`config.mk`:
```
export PLATFORM = sky130hd
export DESIGN_NAME = membership_set_table_flat
export DESIGN_NICKNAME = d
export VERILOG_FILES = /design/src/hw/rtl/mst_pkg.sv /design/src/hw/rtl/mst_req_if.sv /design/src/hw/rtl/mst_rsp_if.sv /design/src/hw/rtl/mst_cell.sv /design/src/hw/rtl/membership_set_table.sv /design/src/flat_wrapper.sv
export SDC_FILE = /design/constraint.sdc
export NUM_CORES = 1
export LEC_CHECK = 0
export BUFFER_PORTS_ARGS = -buffer_cell sky130_fd_sc_hd__buf_4
export CELL_PAD_IN_SITES_DETAIL_PLACEMENT = 1
export CELL_PAD_IN_SITES_GLOBAL_PLACEMENT = 1
export CORE_AREA = 2 2 258 311
export DETAILED_ROUTE_END_ITERATION = 12
export DIE_AREA = 0 0 260 313
export PLACE_DENSITY = 0.6
export SLEW_MARGIN = 20
export SYNTH_ARGS = -nofsm -noshare
export SYNTH_HDL_FRONTEND = slang
export SYNTH_HIERARCHICAL = 1
export SYNTH_SLANG_ARGS = --single-unit
```
`constraint.sdc`:
```
create_clock -name clk -period 5.1 [get_ports clk]
set_input_delay 0.255 -clock clk [delete_from_list [all_inputs] [get_ports clk]]
set_output_delay 0.255 -clock clk [all_outputs]
set_load 0.03 [all_outputs]
```
`src/hw/rtl/mst_pkg.sv`:
```
// Package with the shared types, codes and defaults of the membership set table.
`timescale 1ns / 1ps

package mst_pkg;

	localparam int CAPACITY_DEF  = 16;
	localparam int KEY_WIDTH_DEF = 32;

	localparam int KEY_IN_W = 32;
	localparam int ACTION_W = 2;
	localparam int STATUS_W = 3;
	localparam int COUNT_W  = 5;

	localparam logic [ACTION_W-1:0] ACT_INSERT = 2'd0;
	localparam logic [ACTION_W-1:0] ACT_REMOVE = 2'd1;

	localparam logic [STATUS_W-1:0] ST_ADDED    = 3'd0;
	localparam logic [STATUS_W-1:0] ST_DUP      = 3'd1;
	localparam logic [STATUS_W-1:0] ST_REMOVED  = 3'd2;
	localparam logic [STATUS_W-1:0] ST_NOTFOUND = 3'd3;
	localparam logic [STATUS_W-1:0] ST_PRESENT  = 3'd4;
	localparam logic [STATUS_W-1:0] ST_ABSENT   = 3'd5;
	localparam logic [STATUS_W-1:0] ST_FULL     = 3'd6;

	// Token that walks the cell chain, one cell per cycle.
	typedef struct packed {
		logic active;
		logic hit;
		logic free;
	} token_t;

	// Update broadcast to all cells when a request finishes.
	typedef struct packed {
		logic insert;
		logic remove;
	} cmd_t;

endpackage

```
`src/hw/rtl/mst_req_if.sv`:
```
// Request channel of the membership set table.
`timescale 1ns / 1ps

interface mst_req_if;
	logic                              valid;
	logic                              ready;
	logic [mst_pkg::ACTION_W-1:0]      action;
	logic [mst_pkg::KEY_IN_W-1:0]      key;

	modport source (output valid, output action, output key, input ready);
	modport sink (input valid, input action, input key, output ready);
endinterface

```
`src/hw/rtl/mst_rsp_if.sv`:
```
// Response channel of the membership set table.
`timescale 1ns / 1ps

interface mst_rsp_if;
	logic                              valid;
	logic                              ready;
	logic [mst_pkg::STATUS_W-1:0]      status;
	logic                              found;
	logic [mst_pkg::COUNT_W-1:0]       member_count;

	modport source (output valid, output status, output found, output member_count,
		input ready);
	modport sink (input valid, input status, input found, input member_count,
		output ready);
endinterface

```
`src/hw/rtl/mst_cell.sv`:
```
// One storage cell of the set table: holds an entry and passes the search token on.
`timescale 1ns / 1ps

module mst_cell #(
	parameter int KEY_WIDTH = mst_pkg::KEY_WIDTH_DEF
) (
	input  logic                 clk,
	input  logic                 arst_n,
	input  logic [KEY_WIDTH-1:0] key,
	input  mst_pkg::token_t      tok_in,
	output mst_pkg::token_t      tok_out,
	input  mst_pkg::cmd_t        cmd
);

	logic [KEY_WIDTH-1:0] entry_key_q;
	logic                 valid_q;
	logic                 mark_hit_q;
	logic                 mark_free_q;
	mst_pkg::token_t      tok_q;
	logic                 match;

	assign match   = valid_q && (entry_key_q == key);
	assign tok_out = tok_q;

	always_ff @(posedge clk or negedge arst_n) begin
		if (!arst_n) begin
			valid_q     <= 1'b0;
			mark_hit_q  <= 1'b0;
			mark_free_q <= 1'b0;
			tok_q       <= '0;
		end else begin
			if (tok_in.active) begin
				tok_q.active <= 1'b1;
				tok_q.hit    <= tok_in.hit | match;
				tok_q.free   <= tok_in.free | !valid_q;
				// This cell is the first match or the lowest free entry of the walk.
				mark_hit_q   <= !tok_in.hit && match;
				mark_free_q  <= !tok_in.free && !valid_q;
			end else begin
				tok_q <= '0;
			end
			if (cmd.insert && mark_free_q) begin
				valid_q <= 1'b1;
			end else if (cmd.remove && mark_hit_q) begin
				valid_q <= 1'b0;
			end
		end
	end

	always_ff @(posedge clk) begin
		if (cmd.insert && mark_free_q) begin
			entry_key_q <= key;
		end
	end

endmodule

```
`src/hw/rtl/membership_set_table.sv`:
```
// Top level of the membership set table: cell chain, request control and result register.
//
//   channel | direction | payload                       | accepted when
//   req     | in        | action, key                   | req.valid && req.ready
//   rsp     | out       | status, found, member_count   | rsp.valid && rsp.ready
//
// Between acceptance and the next possible one, the registered request launches
// the search token, which passes the cell chain one cell per cycle; then res_q
// captures the result, and the finish step commits the update and loads the
// response.
// Reset clears every valid mark, the member count and the response valid flag.
// A held response does not block acceptance; a finished search waits for the
// response register to empty before it commits.
`timescale 1ns / 1ps

module membership_set_table #(
	parameter int CAPACITY  = mst_pkg::CAPACITY_DEF,
	parameter int KEY_WIDTH = mst_pkg::KEY_WIDTH_DEF
) (
	input logic       clk,
	input logic       arst_n,
	mst_req_if.sink   req,
	mst_rsp_if.source rsp
);

	localparam int CNT_W = $clog2(CAPACITY + 1);

	typedef enum logic [2:0] {
		S_IDLE   = 3'b001,
		S_WALK   = 3'b010,
		S_FINISH = 3'b100
	} state_t;

	state_t                          state_q;
	logic [KEY_WIDTH-1:0]            key_q;
	logic [mst_pkg::ACTION_W-1:0]    action_q;
	logic                            start_q;
	mst_pkg::token_t                 res_q;
	logic [CNT_W-1:0]                count_q;
	logic                            rsp_valid_q;
	logic [mst_pkg::STATUS_W-1:0]    status_q;
	logic                            found_q;
	logic [mst_pkg::COUNT_W-1:0]     member_count_q;

	mst_pkg::token_t                 tok [CAPACITY+1];
	mst_pkg::cmd_t                   cmd;
	logic                            accept;
	logic                            finish_go;
	logic                            do_insert;
	logic                            do_remove;
	logic [mst_pkg::STATUS_W-1:0]    status_nxt;
	logic [CNT_W-1:0]                count_nxt;

	assign req.ready = (state_q == S_IDLE);
	assign accept    = req.valid && req.ready;

	// The token starts in the cycle after acceptance, once the key register holds the request.
	assign tok[0].active = start_q;
	assign tok[0].hit    = 1'b0;
	assign tok[0].free   = 1'b0;

	for (genvar i = 0; i < CAPACITY; i++) begin : g_cell
		mst_cell #(
			.KEY_WIDTH (KEY_WIDTH)
		) u_cell (
			.clk     (clk),
			.arst_n  (arst_n),
			.key     (key_q),
			.tok_in  (tok[i]),
			.tok_out (tok[i+1]),
			.cmd     (cmd)
		);
	end

	always_comb begin
		do_insert  = 1'b0;
		do_remove  = 1'b0;
		status_nxt = mst_pkg::ST_ABSENT;
		case (action_q)
			mst_pkg::ACT_INSERT: begin
				if (res_q.hit) begin
					status_nxt = mst_pkg::ST_DUP;
				end else if (res_q.free) begin
					status_nxt = mst_pkg::ST_ADDED;
					do_insert  = 1'b1;
				end else begin
					status_nxt = mst_pkg::ST_FULL;
				end
			end
			mst_pkg::ACT_REMOVE: begin
				if (res_q.hit) begin
					status_nxt = mst_pkg::ST_REMOVED;
					do_remove  = 1'b1;
				end else begin
					status_nxt = mst_pkg::ST_NOTFOUND;
				end
			end
			default: begin
				status_nxt = res_q.hit ? mst_pkg::ST_PRESENT : mst_pkg::ST_ABSENT;
			end
		endcase
	end

	assign finish_go  = (state_q == S_FINISH) && (!rsp_valid_q || rsp.ready);
	assign cmd.insert = finish_go && do_insert;
	assign cmd.remove = finish_go && do_remove;
	assign count_nxt  = count_q + CNT_W'(do_insert) - CNT_W'(do_remove);

	always_ff @(posedge clk or negedge arst_n) begin
		if (!arst_n) begin
			state_q     <= S_IDLE;
			start_q     <= 1'b0;
			count_q     <= '0;
			rsp_valid_q <= 1'b0;
			res_q       <= '0;
		end else begin
			start_q <= accept;
			if (finish_go) begin
				rsp_valid_q <= 1'b1;
			end else if (rsp.ready) begin
				rsp_valid_q <= 1'b0;
			end
			case (state_q)
				S_IDLE: begin
					if (accept) begin
						state_q <= S_WALK;
					end
				end
				S_WALK: begin
					if (tok[CAPACITY].active) begin
						res_q   <= tok[CAPACITY];
						state_q <= S_FINISH;
					end
				end
				S_FINISH: begin
					if (finish_go) begin
						count_q <= count_nxt;
						state_q <= S_IDLE;
					end
				end
				default: begin
					state_q <= S_IDLE;
				end
			endcase
		end
	end

	always_ff @(posedge clk) begin
		if (accept) begin
			key_q    <= KEY_WIDTH'(req.key);
			action_q <= req.action;
		end
		if (finish_go) begin
			status_q       <= status_nxt;
			found_q        <= res_q.hit;
			member_count_q <= mst_pkg::COUNT_W'(count_nxt);
		end
	end

	assign rsp.valid        = rsp_valid_q;
	assign rsp.status       = status_q;
	assign rsp.found        = found_q;
	assign rsp.member_count = member_count_q;

`ifndef SYNTHESIS
	a_count_bound: assert property (@(posedge clk) disable iff (!arst_n)
		count_q <= CNT_W'(CAPACITY))
		else $error("member count exceeds capacity");

	a_token_in_walk: assert property (@(posedge clk) disable iff (!arst_n)
		tok[CAPACITY].active |-> state_q == S_WALK)
		else $error("search token left the chain outside a walk");

	a_insert_room: assert property (@(posedge clk) disable iff (!arst_n)
		cmd.insert |-> count_q != CNT_W'(CAPACITY))
		else $error("insert committed into a full table");

	a_rsp_from_finish: assert property (@(posedge clk) disable iff (!arst_n)
		$rose(rsp.valid) |-> $past(state_q == S_FINISH))
		else $error("response loaded outside the finish step");

	a_single_update: assert property (@(posedge clk) disable iff (!arst_n)
		!(cmd.insert && cmd.remove))
		else $error("insert and remove committed together");
`endif

endmodule
```
`src/flat_wrapper.sv`:
```
// flat-port wrapper written by rule: the top's interface ports become plain ports
module membership_set_table_flat 
#(
	parameter int CAPACITY  = mst_pkg::CAPACITY_DEF,
	parameter int KEY_WIDTH = mst_pkg::KEY_WIDTH_DEF
)
  (clk, arst_n, req_valid, req_action, req_key, req_ready, rsp_valid, rsp_status, rsp_found, rsp_member_count, rsp_ready);
  mst_req_if req_i ();
  mst_rsp_if rsp_i ();
  input logic clk;
  input logic arst_n;
  input wire logic [$bits(req_i.valid)-1:0] req_valid;
  input wire logic [$bits(req_i.action)-1:0] req_action;
  input wire logic [$bits(req_i.key)-1:0] req_key;
  output wire logic [$bits(req_i.ready)-1:0] req_ready;
  output wire logic [$bits(rsp_i.valid)-1:0] rsp_valid;
  output wire logic [$bits(rsp_i.status)-1:0] rsp_status;
  output wire logic [$bits(rsp_i.found)-1:0] rsp_found;
  output wire logic [$bits(rsp_i.member_count)-1:0] rsp_member_count;
  input wire logic [$bits(rsp_i.ready)-1:0] rsp_ready;
  assign req_i.valid = req_valid;
  assign req_i.action = req_action;
  assign req_i.key = req_key;
  assign req_ready = req_i.ready;
  assign rsp_valid = rsp_i.valid;
  assign rsp_status = rsp_i.status;
  assign rsp_found = rsp_i.found;
  assign rsp_member_count = rsp_i.member_count;
  assign rsp_i.ready = rsp_ready;
  membership_set_table #(.CAPACITY(CAPACITY), .KEY_WIDTH(KEY_WIDTH)) u_core (.clk(clk), .arst_n(arst_n), .req(req_i), .rsp(rsp_i));
endmodule
```
=== Word-level counts from Yosys, hierarchy flattened ===
Index checks and enable logic that the tools add are counted.

* Register bits after elaboration: 663
* Bits of input ports: 38
* Word-level logic and storage cells: 393

* Add/sub/neg operators: 2
* Equal/unequal tests: 23
* Muxes and demuxes: 64
* Bitwise gates (word level): 30
* Reductions and logical operators: 151

{| class="wikitable"
|+ Operator list
! cell !! count
|-
| equality test 32 bit || 16
|-
| logical AND 1 bit || 82
|-
| two-way mux 3 bit || 21
|-
| logical NOT 1 bit || 47
|-
| two-way mux 1 bit || 41
|-
| nonzero test 2 bit || 17
|-
| OR 1 bit || 30
|-
| one-hot mux 3 bit (3 select lines) || 1
|-
| one-hot mux 3 bit (2 select lines) || 1
|-
| adder 5 x 1 -> 5 bit || 1
|-
| subtractor 5 x 1 -> 5 bit || 1
|-
| != test 2 bit, second input constant || 2
|-
| AND reduction 2 bit || 2
|-
| equality test 3 x 1 -> 1 bit, second input constant || 1
|-
| equality test 3 x 2 -> 1 bit, second input constant || 1
|-
| equality test 3 bit, second input constant || 1
|-
| AND reduction 3 bit || 1
|-
| equality test 2 x 1 -> 1 bit, second input constant || 1
|-
| logical NOT 2 bit || 1
|-
| != test 2 x 1 -> 1 bit, second input constant || 1
|-
| logical OR 1 bit || 1
|}

=== Longest topological paths before layout ===
Gate-level depths: netlist of run 1.

* Word-level depth: 7
* Gate-level depth with buffers: 10
* Depth with buffers taken out: 10

=== Cells and area by module ===
Netlist of run 1, hierarchy kept.

{| class="wikitable"
|+ By module, submodules not included
! module !! instances !! cells each !! area each (sq um) !! sequential area each (sq um)
|-
| mst_cell || 16 || 97 || 1571.5 || 1111.1
|-
| membership_set_table || 1 || 122 || 2064.5 || 1592.8
|}

=== Worst setup path before layout of run 1 ===
OpenSTA, ideal clock, no wires.

* Path type: register to register
* Start point: register u_core.state_q[0]
* End point: register u_core/action_q[0] in the netlist's numbering, enable pin
* Setup time: 0.395 ns
* Arrival: 2.332 ns
* Required time: 4.705 ns
* Path slack: 2.373 ns
* Stages on the path, launching flop included: 3
* Clock period less this slack: 2.727 ns
* Cells stage by stage: dfstp_2 -> nor3b_1 -> and2_1

* Longest elaborated chain between the ends: 2

{| class="wikitable"
|+ RTL lines
! what !! line !! RTL
|-
| start, declared || membership_set_table.sv:34 || <nowiki>state_t state_q;</nowiki>
|-
| start signal, assigned || membership_set_table.sv:111 || <nowiki>state_q <= S_IDLE;</nowiki>
|-
| start signal, assigned || membership_set_table.sv:126 || <nowiki>state_q <= S_WALK;</nowiki>
|-
| start signal, assigned || membership_set_table.sv:132 || <nowiki>state_q <= S_FINISH;</nowiki>
|-
| equality test 3 x 1 -> 1 bit || membership_set_table.sv:54 || <nowiki>assign req.ready = (state_q == S_IDLE);</nowiki>
|-
| named net req_ready || flat_wrapper.sv:15 || <nowiki>output wire logic [$bits(req_i.ready)-1:0] req_ready;</nowiki>
|-
| logical AND 1 bit || membership_set_table.sv:55 || <nowiki>assign accept = req.valid && req.ready;</nowiki>
|-
| named net u_core.accept || membership_set_table.sv:47 || <nowiki>logic accept;</nowiki>
|-
| end signal, assigned || membership_set_table.sv:151 || <nowiki>action_q <= req.action;</nowiki>
|-
| end, declared || membership_set_table.sv:36 || <nowiki>logic [mst_pkg::ACTION_W-1:0] action_q;</nowiki>
|}

The timed path passes the listed nets, and every way through them passes these cells.
A chain may end at the register's enable or synchronous reset.

==> results.md, run 1 <==
* Clock buffer depth at 3
* Worst Skew at approximately 31 ps
* Largest net degree at the start of global routing at 61
* Post-Syn Area at 27200 um^2
* Multi-input logic area at 7460 um^2
* Pwr dens at between 300 and 400 nW/um^2
* Final period util at 0.659
* Placed insts at around 2800
* # IOs at 49
* Final setup violation count at 0
* Cell count after synthesis at 1674
* Pre-antenna DRT Iters at 4
* Ys Warns at 6
* Yosys reg bits at 663
* PostCTS Resize Cnt at 0
* Post-synth top area share at 0.613
* Root Buffer: clkbuf_16
* Clock latency on the worst-skew pair at about 620 ps
* Vias at roughly 14000
* Initial DRC Count at 753
* Outcome: complete, no violations
* Logic pwr share at 0.006
* Wire length per cell at about 21 um
* Worst hold endpoint: u_core/state_q[0]
* Remaining global-route overflow at 0
* Initial core utilization at 0.347
* Final min period at 3360 ps
* CP Max Fanout at 18
* Area leader, netlist: edfxtp_1
* Share of cells above drive strength 1 at 0.163
* RSZ-0062 raised after global routing: false
* Htree depth at 3
* CP arrival at 3640 ps
* Setup TNS at 0 ps
* Hold Crit Depth at 4
* Reg2Reg Setup Slack at about 1700 ps
* # DRC at 0
* Uppermost layer routed: met4
* FMAX at 298 MHz
* Fin cells at 2980
* Detail Placement HPWL at 36.1 mm
* Startpoint Class: flop
* Reg2Reg Depth at 5
* GRT Total Usage at 0.158
* WS Path Type: flop to flop
* Drt via density at 4.79
* Die area at 81400 um^2
* Detailed-route wire length at 63.3 mm
* Clock Sinks at 663
* CP endpoint kind: flop
* Synth area leaders: edfxtp_1 (61%), xnor2_1 (13%), dfrtp_1 (9.8%), nand4_1 (2.2%), xor2_1 (1.6%)
* Peak supply drop at 0.000213 V
* Gp weighted congestion at around 0.73
* Fillers at 7779
* Switching power total at 2140 uW
* I/O Buffers at 48
* Required time of the critical path at 5390 ps
* Die X at 260 um
* Row count at 113
* Int Pwr at 8940 uW
* Net count, final at 1931
* Pleak at around 0.011 uW
* ANT nets after route at 0
* Initial antenna violation count at 0
* Layout area overhead at 17.7%
* Die height at 313 um
* CTS Buf Count at 70
* Hold_buf cts at 37
* Unique masters post-synth at 43
* Seq pwr share at 0.524
* Core footprint at 78500 um^2
* Clock transition at the registers of the reported paths at about 60 ps
* Max cap viols at 0
* Number of global-route vias before repair at 15500
* R2R Path End: u_core/g_cell[14].u_cell/entry_key_q[30]
* Hold path start: req_valid
* Fin. max-slew vios at 0
* Metal2 WL at around 33 mm
* Syn_area_per_cell at 16.3 um^2
* Min-delay worst type: primary input to flop
* Slew HR at 0.266
* First-pass GRT wire length at 96.1 mm
* DR WL met3 at 1.73 mm
* CTS tree: yes
* Clock Power Share at 0.471
* Slew @ Worst Pin at 1100 ps
* Post-synthesis sequential area ratio at 0.712
* Final Hold Fails at 0
* Wire length on met1 at 27.2 mm
* FF-to-FF Start: u_core/res_q[1]
* Sw Ratio at 0.193
* Post-CTS Setup Inserts at 0
* Reg area at ~19000 um^2
metal layers:
metal,up-vias,GRT usage
met5,-,0
met1,7447,0.198
met3,84,0.0205
met4,0,0.0516
li1,6575,-
met2,178,0.282
cells by family (layout without fill, tap and decap cells):
| logic type | count (synthesis) | count (layout) | synth area share |
|---|---|---|---|
| compound gates | 137 | 137 | 0.0452 |
| xor+xnor | 454 | 454 | 0.151 |
| fa+ha+maj | 6 | 6 | 0.00304 |
| buf+inv | 104 | 371 | 0.0143 |
| flops | 663 | 663 | 0.712 |
| mux | 21 | 21 | 0.00878 |
| other cells | 1 | 5 | 0.000138 |
| simple gates | 288 | 288 | 0.0661 |
placed cells by master, fill, tap and decap left out, types with 4 or more instances in the layout:
cell type,netlist,routed
a21boi_0,16,16
a21o_1,17,17
a21oi_1,21,21
a22o_1,16,16
and2_1,17,16
buf_4,0,101
bufinv_16,0,4
clkbuf_1,0,17
clkbuf_16,0,77
clkbuf_8,0,10
clkinv_1,0,6
clkinv_2,0,8
conb_1,1,4
dfrtp_1,107,107
dlygate4sd3_1,0,37
edfxtp_1,555,555
ha_1,5,5
inv_1,103,103
mux2_2,19,19
nand2_1,50,50
nand3_1,19,19
nand4_1,96,96
nor2_1,42,42
nor3_1,17,17
nor4_2,16,16
nor4b_2,16,16
o2111ai_1,16,16
o221ai_2,16,16
o22ai_2,16,16
o2bb2ai_1,16,16
xnor2_1,389,389
xnor2_2,16,16
xor2_1,49,49
cell usage after synthesis:
library cell	instances
inv_2	1
nor3b_4	1
nor2_1	42
mux2i_1	1
nand4_1	96
and3_2	1
o22ai_2	16
nand3_1	19
xor2_1	49
edfxtp_1	555
mux2_4	1
nor3b_1	1
nand2_1	50
nor4b_2	16
and2_1	17
nor4_2	16
nand2b_1	3
xnor2_2	16
or4b_1	1
o21ai_0	3
inv_1	103
nand3b_1	1
dfstp_2	1
nand2_2	1
o2111ai_1	16
mux2_2	19
or2_2	2
dfrtp_1	107
fa_1	1
and2b_2	1
a21boi_0	16
nor3_1	17
a21oi_1	21
a21o_1	17
conb_1	1
nor3b_2	1
a22o_1	16
o2bb2ai_1	16
xnor2_1	389
nor2b_1	1
ha_1	5
o221ai_2	16
and3b_1	1
critical path: stages, from the launching register on:
cell and delay, ps:
dfrtp_1 450, or4b_1 570, nor2_1 680, buf_4 320, and2_1 610, buf_4 380
final cells by class:
type,instances,area share
Sequential cell,663,0.605
Multi-Input combinational cell,910,0.233
Clock buffer,104,0.0664
Tap cell,1035,0.0404
Timing Repair Buffer,138,0.0352
Inverter,104,0.0122
Clock inverter,25,0.00797
Antenna cell,1,0.0000781
how the worst max path moves through the flow:
stage                                 start                                        to  cells after the start
after global routing        u_core/res_q[1]  u_core/g_cell[14].u_cell/entry_key_q[30]                      5
after floorplan           u_core/state_q[0]                        u_core/action_q[0]                      2
after global placement      u_core/res_q[1]   u_core/g_cell[14].u_cell/entry_key_q[2]                      5
after CTS                   u_core/res_q[1]  u_core/g_cell[14].u_cell/entry_key_q[30]                      5
after detailed placement    u_core/res_q[1]  u_core/g_cell[14].u_cell/entry_key_q[26]                      5
final                       u_core/res_q[1]  u_core/g_cell[14].u_cell/entry_key_q[30]                      5
power groups by stage:
stage / Sequential (uW) / Clock, uW / Combinational, uW
2_1_floorplan: 5910 / 0 / 0.836
3_3_place_gp: 5910 / 0 / 43.7
3_5_place_dp: 5910 / 0 / 44.5
4_1_cts: 5800 / 5380 / 67.7
5_1_grt: 5800 / 5560 / 72.8
6_report: 5800 / 5210 / 65.3
registers in the layout, summed over array words and instances, names as in the netlist, 5 cells and up:
signal / count
u_core/count_q: 5
u_core/g_cell.u_cell/entry_key_q: 512
u_core/g_cell.u_cell/mark_free_q: 16
u_core/g_cell.u_cell/mark_hit_q: 16
u_core/g_cell.u_cell/tok_out: 48
u_core/g_cell.u_cell/valid_q: 16
u_core/key_q: 32
u_core/rsp.member_count: 5
stage by stage:
stage                     total power (uW)  hold WS (ps)   util  worst slack (ps)  area (um^2)
after floorplan                       5910         -40.6      -              2370        27200
after global placement                5960          72.2  0.373              1800        29300
after detailed placement              5960          72.8  0.373              1730        29300
after CTS                            11200          22.3  0.408              1690        32000
after global routing                 11400          61.6  0.408              1630        32000
final                                11100          56.9  0.408              1740        32000
Note: power is estimated with default switching activity, not from simulation.
==> inputs of run 2 (changes only) <==
Settings changed: PLACE_DENSITY 0.6 to 0.62.
Clock period 5.1 ns to 2.9 ns, I/O delays scaled along.
==> run 2 against run 1 <==
- sequential share of layout area down 0.19 points
- non-clock buffer count up 6
- critical path type unchanged
- clock skew down 15 ps
- sequential power up 76%
- largest power group unchanged
==> results.md, run 2 (synthesized netlist as in run 1, its figures left out) <==
* Root Buffer: clkbuf_16 (unchanged)
* # IOs at 49 (unchanged)
* CP endpoint kind: flop (unchanged)
* Final Hold Fails at 0 (unchanged)
* First-pass GRT wire length at 91.8 mm (was 96.1 mm)
* Worst Skew at 16.0 ps (was 31.0 ps)
* Drt via density at 4.81 (was 4.79)
* Max reg flops at 512 (unchanged)
* Number of global-route vias before repair at 15900 (was 15500)
* Remaining global-route overflow at 0 (unchanged)
* Critical Path Stages at 10 (was 5)
* # DRC at 0 (unchanged)
* Clock transition at the registers of the reported paths at 60 ps (about the same)
* Placed insts at 2817 (was 2813)
* FF-to-FF Start: u_core/res_q[1] (unchanged)
* Pre-antenna DRT Iters at 5 (was 4)
* Clock Sinks at 663 (unchanged)
* Pwr dens at 594 nW/um^2 (was 346 nW/um^2)
* Slew HR at 0.419 (was 0.266)
* GRT Total Usage at 0.147 (was 0.158)
* Slowest cell on crit path: or4b_4 (was nor2_1)
* Ordered cell list for the critical path: or4b_4 -> ha_1 -> inv_1 -> ha_1 -> inv_1 -> fa_2 -> nand2b_1 -> a21oi_2 -> xnor2_1 -> xnor2_1 (was or4b_1 -> nor2_1 -> buf_4 -> and2_1 -> buf_4)
* Uppermost layer routed: met4 (unchanged)
* Max cap viols at 0 (unchanged)
* Logic pwr share at 0.006 (about the same)
* CTS Buf Count at 69 (was 70)
* Clock buffer depth at 3 (unchanged)
* Worst Setup SP: u_core/res_q[1] (unchanged)
* Core footprint at 78500 um^2 (unchanged)
* CTS tree: yes (unchanged)
* Final setup violation count at 0 (unchanged)
* Final min period at 2690 ps (was 3360 ps)
* Crit path max-delay family: adder cells (was simple AND/OR/NAND/NOR gates)
* Reg2Reg Depth at 10 (was 5)
* RSZ-0062 raised after global routing: false (unchanged)
* Slew @ Worst Pin at 871 ps (was 1100 ps)
* Share of cells above drive strength 1 at 0.162 (was 0.163)
* Wire length on met1 at 25.1 mm (was 27.2 mm)
* Clock Power Share at 0.459 (was 0.471)
* CP bufs+invs at 2 (unchanged)
* Row count at 113 (unchanged)
* Largest net degree at the start of global routing at 63 (was 61)
* Metal2 WL at 29.9 mm (was 33.0 mm)
* Overall power at 19100 uW (was 11100 uW)
* Min-delay worst type: primary input to asynchronous set/reset pin (was primary input to flop)
* Most frequent cells in the layout: edfxtp_1 (555), xnor2_1 (389), dfrtp_1 (107) (unchanged)
* Detailed-route wire length at 57.9 mm (was 63.3 mm)
* Wire length per cell at 19.4 um (was 21.2 um)
* Sw Ratio at 0.189 (was 0.193)
* Setup TNS at 0 ps (unchanged)
* Die area at 81400 um^2 (unchanged)
* FMAX at 371 MHz (was 298 MHz)
* Gp weighted congestion at 0.719 (was 0.735)
* Switching power total at 3600 uW (was 2140 uW)
* Hold slack at 208 ps (was 56.9 ps)
* CP arrival at 3040 ps (was 3640 ps)
* Clock latency on the worst-skew pair at 600 ps (was 620 ps)
* Layout area overhead at 18.1% (was 17.7%)
* Max stage delay on crit path at 540 ps (was 680 ps)
* WS Path Type: flop to flop (unchanged)
* Detail Placement HPWL at 34.3 mm (was 36.1 mm)
* Crit path to: u_core/rsp.member_count[4] (was u_core/g_cell[14].u_cell/entry_key_q[30])
* R2R Path End: u_core/rsp.member_count[4] (was u_core/g_cell[14].u_cell/entry_key_q[30])
* DR WL met3 at 1.69 mm (was 1.73 mm)
* Htree depth at 3 (unchanged)
* Final period util at 0.929 (was 0.659)
* Net count, final at 1936 (was 1931)
* Fin cells at 2979 (was 2980)
* Die X at 260 um (unchanged)
* Peak supply drop at 0.000340 V (was 0.000213 V)
* Fin. max-slew vios at 0 (unchanged)
* Initial DRC Count at 875 (was 753)
* Initial core utilization at 0.347 (unchanged)
* ANT nets after route at 0 (unchanged)
* Most common cell after layout, fill and taps aside: edfxtp_1 (unchanged)
* Die height at 313 um (unchanged)
* Required time of the critical path at 3240 ps (was 5390 ps)
* Antenna cells at 0 (was 1)
* Vias at 14300 (about the same)
* Initial antenna violation count at 0 (unchanged)
* CP Max Fanout at 2 (was 18)
* Reg2Reg Setup Slack at 210 ps (was 1740 ps)
* Pleak at 0.0109 uW (was 0.0108 uW)
* Top reg by flops: u_core/g_cell.u_cell/entry_key_q (unchanged)
* Outcome: complete, no violations (unchanged)
* Seq pwr share at 0.535 (was 0.524)
* Int Pwr at 15500 uW (was 8940 uW)
* Startpoint Class: flop (unchanged)
* I/O Buffers at 48 (unchanged)
-- run 2: changes by cell type in the layout (fill, tap and decap cells not counted), moves of 2 or more --
cell / delta
clkbuf_16: -4
clkbuf_8: -7
bufinv_16: +2
clkinv_1: +5
buf_4: -11
buf_12: +16
clkinv_8: -2
clkinv_2: +3
-- run 2: through the flow --
step / instance area [um^2] / utilization / setup slack [ps]
2_1_floorplan: 27200 / - / 173
3_3_place_gp: 29500 / 0.376 / 126
3_5_place_dp: 29500 / 0.376 / 83.6
4_1_cts: 32100 / 0.409 / 54.9
5_1_grt: 32100 / 0.409 / 1.30
6_report: 32100 / 0.409 / 206
-- run 2: worst min path at each step --
stage | end | slack [ps] | cells past startpoint
floorplan | u_core/count_q[0] | -150 | 0
global placement | u_core/count_q[0] | 290 | 1
detailed placement | u_core/count_q[1] | 300 | 1
CTS | u_core/count_q[1] | 210 | 2
global route | u_core/rsp.valid | 250 | 2
finish | u_core/rsp.valid | 210 | 2
-- run 2: final cells by class --
cell class              count  area, um^2
inverters                 104         390
flip-flops and latches    663       19400
well taps                1035        1290
repair buffers            144        1380
clock buffers              92        1930
multi-input cells         910        7470
fillers                  7725       46300
clock inverters            31         300
-- run 2: worst reg2reg max path: stages (launching register included) --
cell	delay, ps
dfrtp_1	390
or4b_4	540
ha_1	290
inv_1	60
ha_1	160
inv_1	60
fa_2	340
nand2b_1	160
a21oi_2	200
xnor2_1	160
xnor2_1	80
-- run 2: repair_timing --
| action | in CTS | in global routing |
|---|---|---|
| buffers inserted | 0 | 1 |
| hold endpoints to repair | 96 | 0 |
| endpoints found under the setup margin | 0 | 2 |
| hold buffers | 38 | 0 |
| resized for setup | 0 | 3 |
-- run 2: routing by layer --
layer / up-vias / GRT usage
met5: - / 0
met2: 181 / 0.260
met4: 0 / 0.0486
met1: 7506 / 0.184
met3: 73 / 0.0187
li1: 6575 / -
-- run 2: power by group through the flow --
stage	Sequential (uW)	Clock (uW)	Combinational, uW
after global routing	10200	9380	130
after CTS	10200	9040	121
final	10200	8750	116
after global placement	10400	0	77.8
after detailed placement	10400	0	79.2
after floorplan	10400	0	1.47
==> inputs of run 3 (changes only) <==
Settings changed: CELL_PAD_IN_SITES_DETAIL_PLACEMENT 1 to unset, CELL_PAD_IN_SITES_GLOBAL_PLACEMENT 1 to unset, PLACE_DENSITY 0.62 to 0.56.
==> run 3 against run 2 <==
- sequential share of layout area down 0.45 points
- largest power group unchanged
- flip-flop and latch count unchanged
- register-to-register slack worse by 50 ps
- non-clock buffer count down 1
- cell count up 0.27%
- routed wire length down 5.3%
- core utilization up 0.31 points
- critical path depth unchanged
- cell area up 0.76%
- sequential power about the same
- global-route usage down 0.76 points
==> results.md, run 3 (synthesized netlist as in run 1, its figures left out) <==
* Initial DRC Count at 805 (was 875)
* Slowest cell on crit path: or4b_4 (unchanged)
* GRT Total Usage at 0.139 (was 0.147)
* Final Hold Fails at 0 (unchanged)
* Layout area overhead at 19.0% (was 18.1%)
* Pwr dens at 599 nW/um^2 (was 594 nW/um^2)
* Pleak at 0.0110 uW (was 0.0109 uW)
* Root Buffer: clkbuf_16 (unchanged)
* Max cap viols at 0 (unchanged)
* WS Path Type: flop to flop (unchanged)
* Vias at 14000 (was 14300)
* Detailed-route wire length at 54.8 mm (was 57.9 mm)
* Hold slack at 54.0 ps (was 208 ps)
* Final min period at 2750 ps (was 2690 ps)
* CP arrival at 3110 ps (was 3040 ps)
* FMAX at 364 MHz (was 371 MHz)
* Clock buffer depth at 3 (unchanged)
* Share of cells above drive strength 1 at 0.165 (was 0.162)
* Fin cells at 2987 (was 2979)
* Net count, final at 1938 (was 1936)
* Fraction of met1 tracks used by global routing at 0.172 (was 0.184)
* Initial antenna violation count at 0 (unchanged)
* CTS tree: yes (unchanged)
* Most frequent cells in the layout: edfxtp_1 (555), xnor2_1 (389), dfrtp_1 (107) (unchanged)
* Ordered cell list for the critical path: or4b_4 -> ha_1 -> inv_1 -> ha_1 -> inv_1 -> fa_1 -> nand2b_1 -> a21oi_2 -> xnor2_1 -> xnor2_1 (was or4b_4 -> ha_1 -> inv_1 -> ha_1 -> inv_1 -> fa_2 -> nand2b_1 -> a21oi_2 -> xnor2_1 -> xnor2_1)
* First-pass GRT wire length at 86.2 mm (was 91.8 mm)
* # DRC at 0 (unchanged)
* Number of global-route vias before repair at 15000 (was 15900)
* Outcome: complete, no violations (unchanged)
* Met2 Usage GRT at 0.246 (was 0.260)
* Setup TNS at 0 ps (unchanged)
* Peak supply drop at 0.000368 V (was 0.000340 V)
* Top reg by flops: u_core/g_cell.u_cell/entry_key_q (unchanged)
* ANT nets after route at 0 (unchanged)
* Clock transition at the registers of the reported paths at 60 ps (about the same)
* CP endpoint kind: flop (unchanged)
* M3 GR Usage at 0.0208 (was 0.0187)
* Slew HR at 0.417 (was 0.419)
* Pre-antenna DRT Iters at 4 (was 5)
* Worst Skew at 21.6 ps (was 16.0 ps)
* Clock latency on the worst-skew pair at 610 ps (was 600 ps)
* Die area at 81400 um^2 (unchanged)
* Remaining global-route overflow at 0 (unchanged)
* Gp weighted congestion at 0.719 (about the same)
* Die height at 313 um (unchanged)
* RSZ-0062 raised after global routing: false (unchanged)
* Die X at 260 um (unchanged)
* Antenna cells at 0 (unchanged)
* Startpoint Class: flop (unchanged)
* Placed insts at 2816 (was 2817)
* Final period util at 0.948 (was 0.929)
* Wire length per cell at 18.3 um (was 19.4 um)
* Fin. max-slew vios at 0 (unchanged)
* Min-delay worst type: primary input to asynchronous set/reset pin (unchanged)
* Detail Placement HPWL at 31.2 mm (was 34.3 mm)
* Busiest layer in global routing: met2 (unchanged)
* Htree depth at 3 (unchanged)
* Initial core utilization at 0.347 (unchanged)
* I/O Buffers at 48 (unchanged)
* Required time of the critical path at 3260 ps (was 3240 ps)
* Core footprint at 78500 um^2 (unchanged)
* Drt via density at 4.68 (was 4.81)
* Largest net degree at the start of global routing at 90 (was 63)
* Row count at 113 (unchanged)
* CTS Buf Count at 72 (was 69)
* Reg2Reg Setup Slack at 150 ps (was 210 ps)
* # IOs at 49 (unchanged)
* Clock Sinks at 663 (unchanged)
* Max stage delay on crit path at 540 ps (about the same)
* Max reg flops at 512 (unchanged)
* Most common cell after layout, fill and taps aside: edfxtp_1 (unchanged)
* CP Max Fanout at 2 (unchanged)
* Final setup violation count at 0 (unchanged)
* Slew @ Worst Pin at 871 ps (about the same)
## run 3: final timing paths
kind,from,end,cells past startpoint
min in group clk,req_key[16],u_core/key_q[16],2
min reg2reg,u_core/g_cell[8].u_cell/tok_out[1],u_core/g_cell[9].u_cell/mark_hit_q,1
min,arst_n,u_core/state_q[0],2
max in group asynchronous,arst_n,u_core/g_cell[15].u_cell/mark_free_q,3
max reg2reg,u_core/action_q[1],u_core/rsp.member_count[4],10
max,u_core/action_q[1],u_core/rsp.member_count[4],10
## run 3: timing repair
action,in CTS,in global routing
setup endpoints to repair,0,2
hold endpoints to repair,145,0
buffers inserted,0,0
hold buffers,39,0
resized for setup,0,2
## run 3: layout make-up
| type | instances | area [um^2] |
|---|---|---|
| multi-input combinational | 910 | 7470 |
| tap | 1035 | 1290 |
| timing repair buffer | 143 | 1480 |
| clock inverter | 44 | 433 |
| inverter | 104 | 390 |
| clock buffer | 88 | 1930 |
| fill | 7072 | 46100 |
| sequential | 663 | 19400 |
## run 3: where the power goes
| group | switching [uW] | internal (uW) | total, uW | leakage, uW |
|---|---|---|---|---|
| clock | 3680 | 5400 | 9080 | 0.00117 |
| combinational | 46.0 | 67.5 | 114 | 0.00332 |
| sequential | 0 | 10200 | 10200 | 0.00648 |
| total | 3730 | 15700 | 19400 | 0.0110 |
## run 3: critical path, delay by kind of cell (launching register included)
family                   cells  cell delay [ps]
AND/OR/NAND/NOR              2              710
buffers and inverters        2              110
AO/OA/AOI/OAI                1              190
flip-flops                   1              410
adder cells (fa/ha/maj)      3              840
XOR/XNOR                     2              240
## run 3: metal layers
layer	part of all wire	routed length, um
met1	0.43	23600
met2	0.51	28200
met3	0.031	1700
met4	0.024	1310
met5	0	0
## run 3: stage by stage
step	power [uW]	worst slack [ps]	util	cell area, um^2
5_1_grt	20100	6.81	0.413	32400
3_5_place_dp	10500	76.5	0.377	29600
4_1_cts	19700	76.7	0.412	32400
3_3_place_gp	10500	92.4	0.377	29600
6_report	19400	152	0.413	32400
2_1_floorplan	10400	173	-	27200
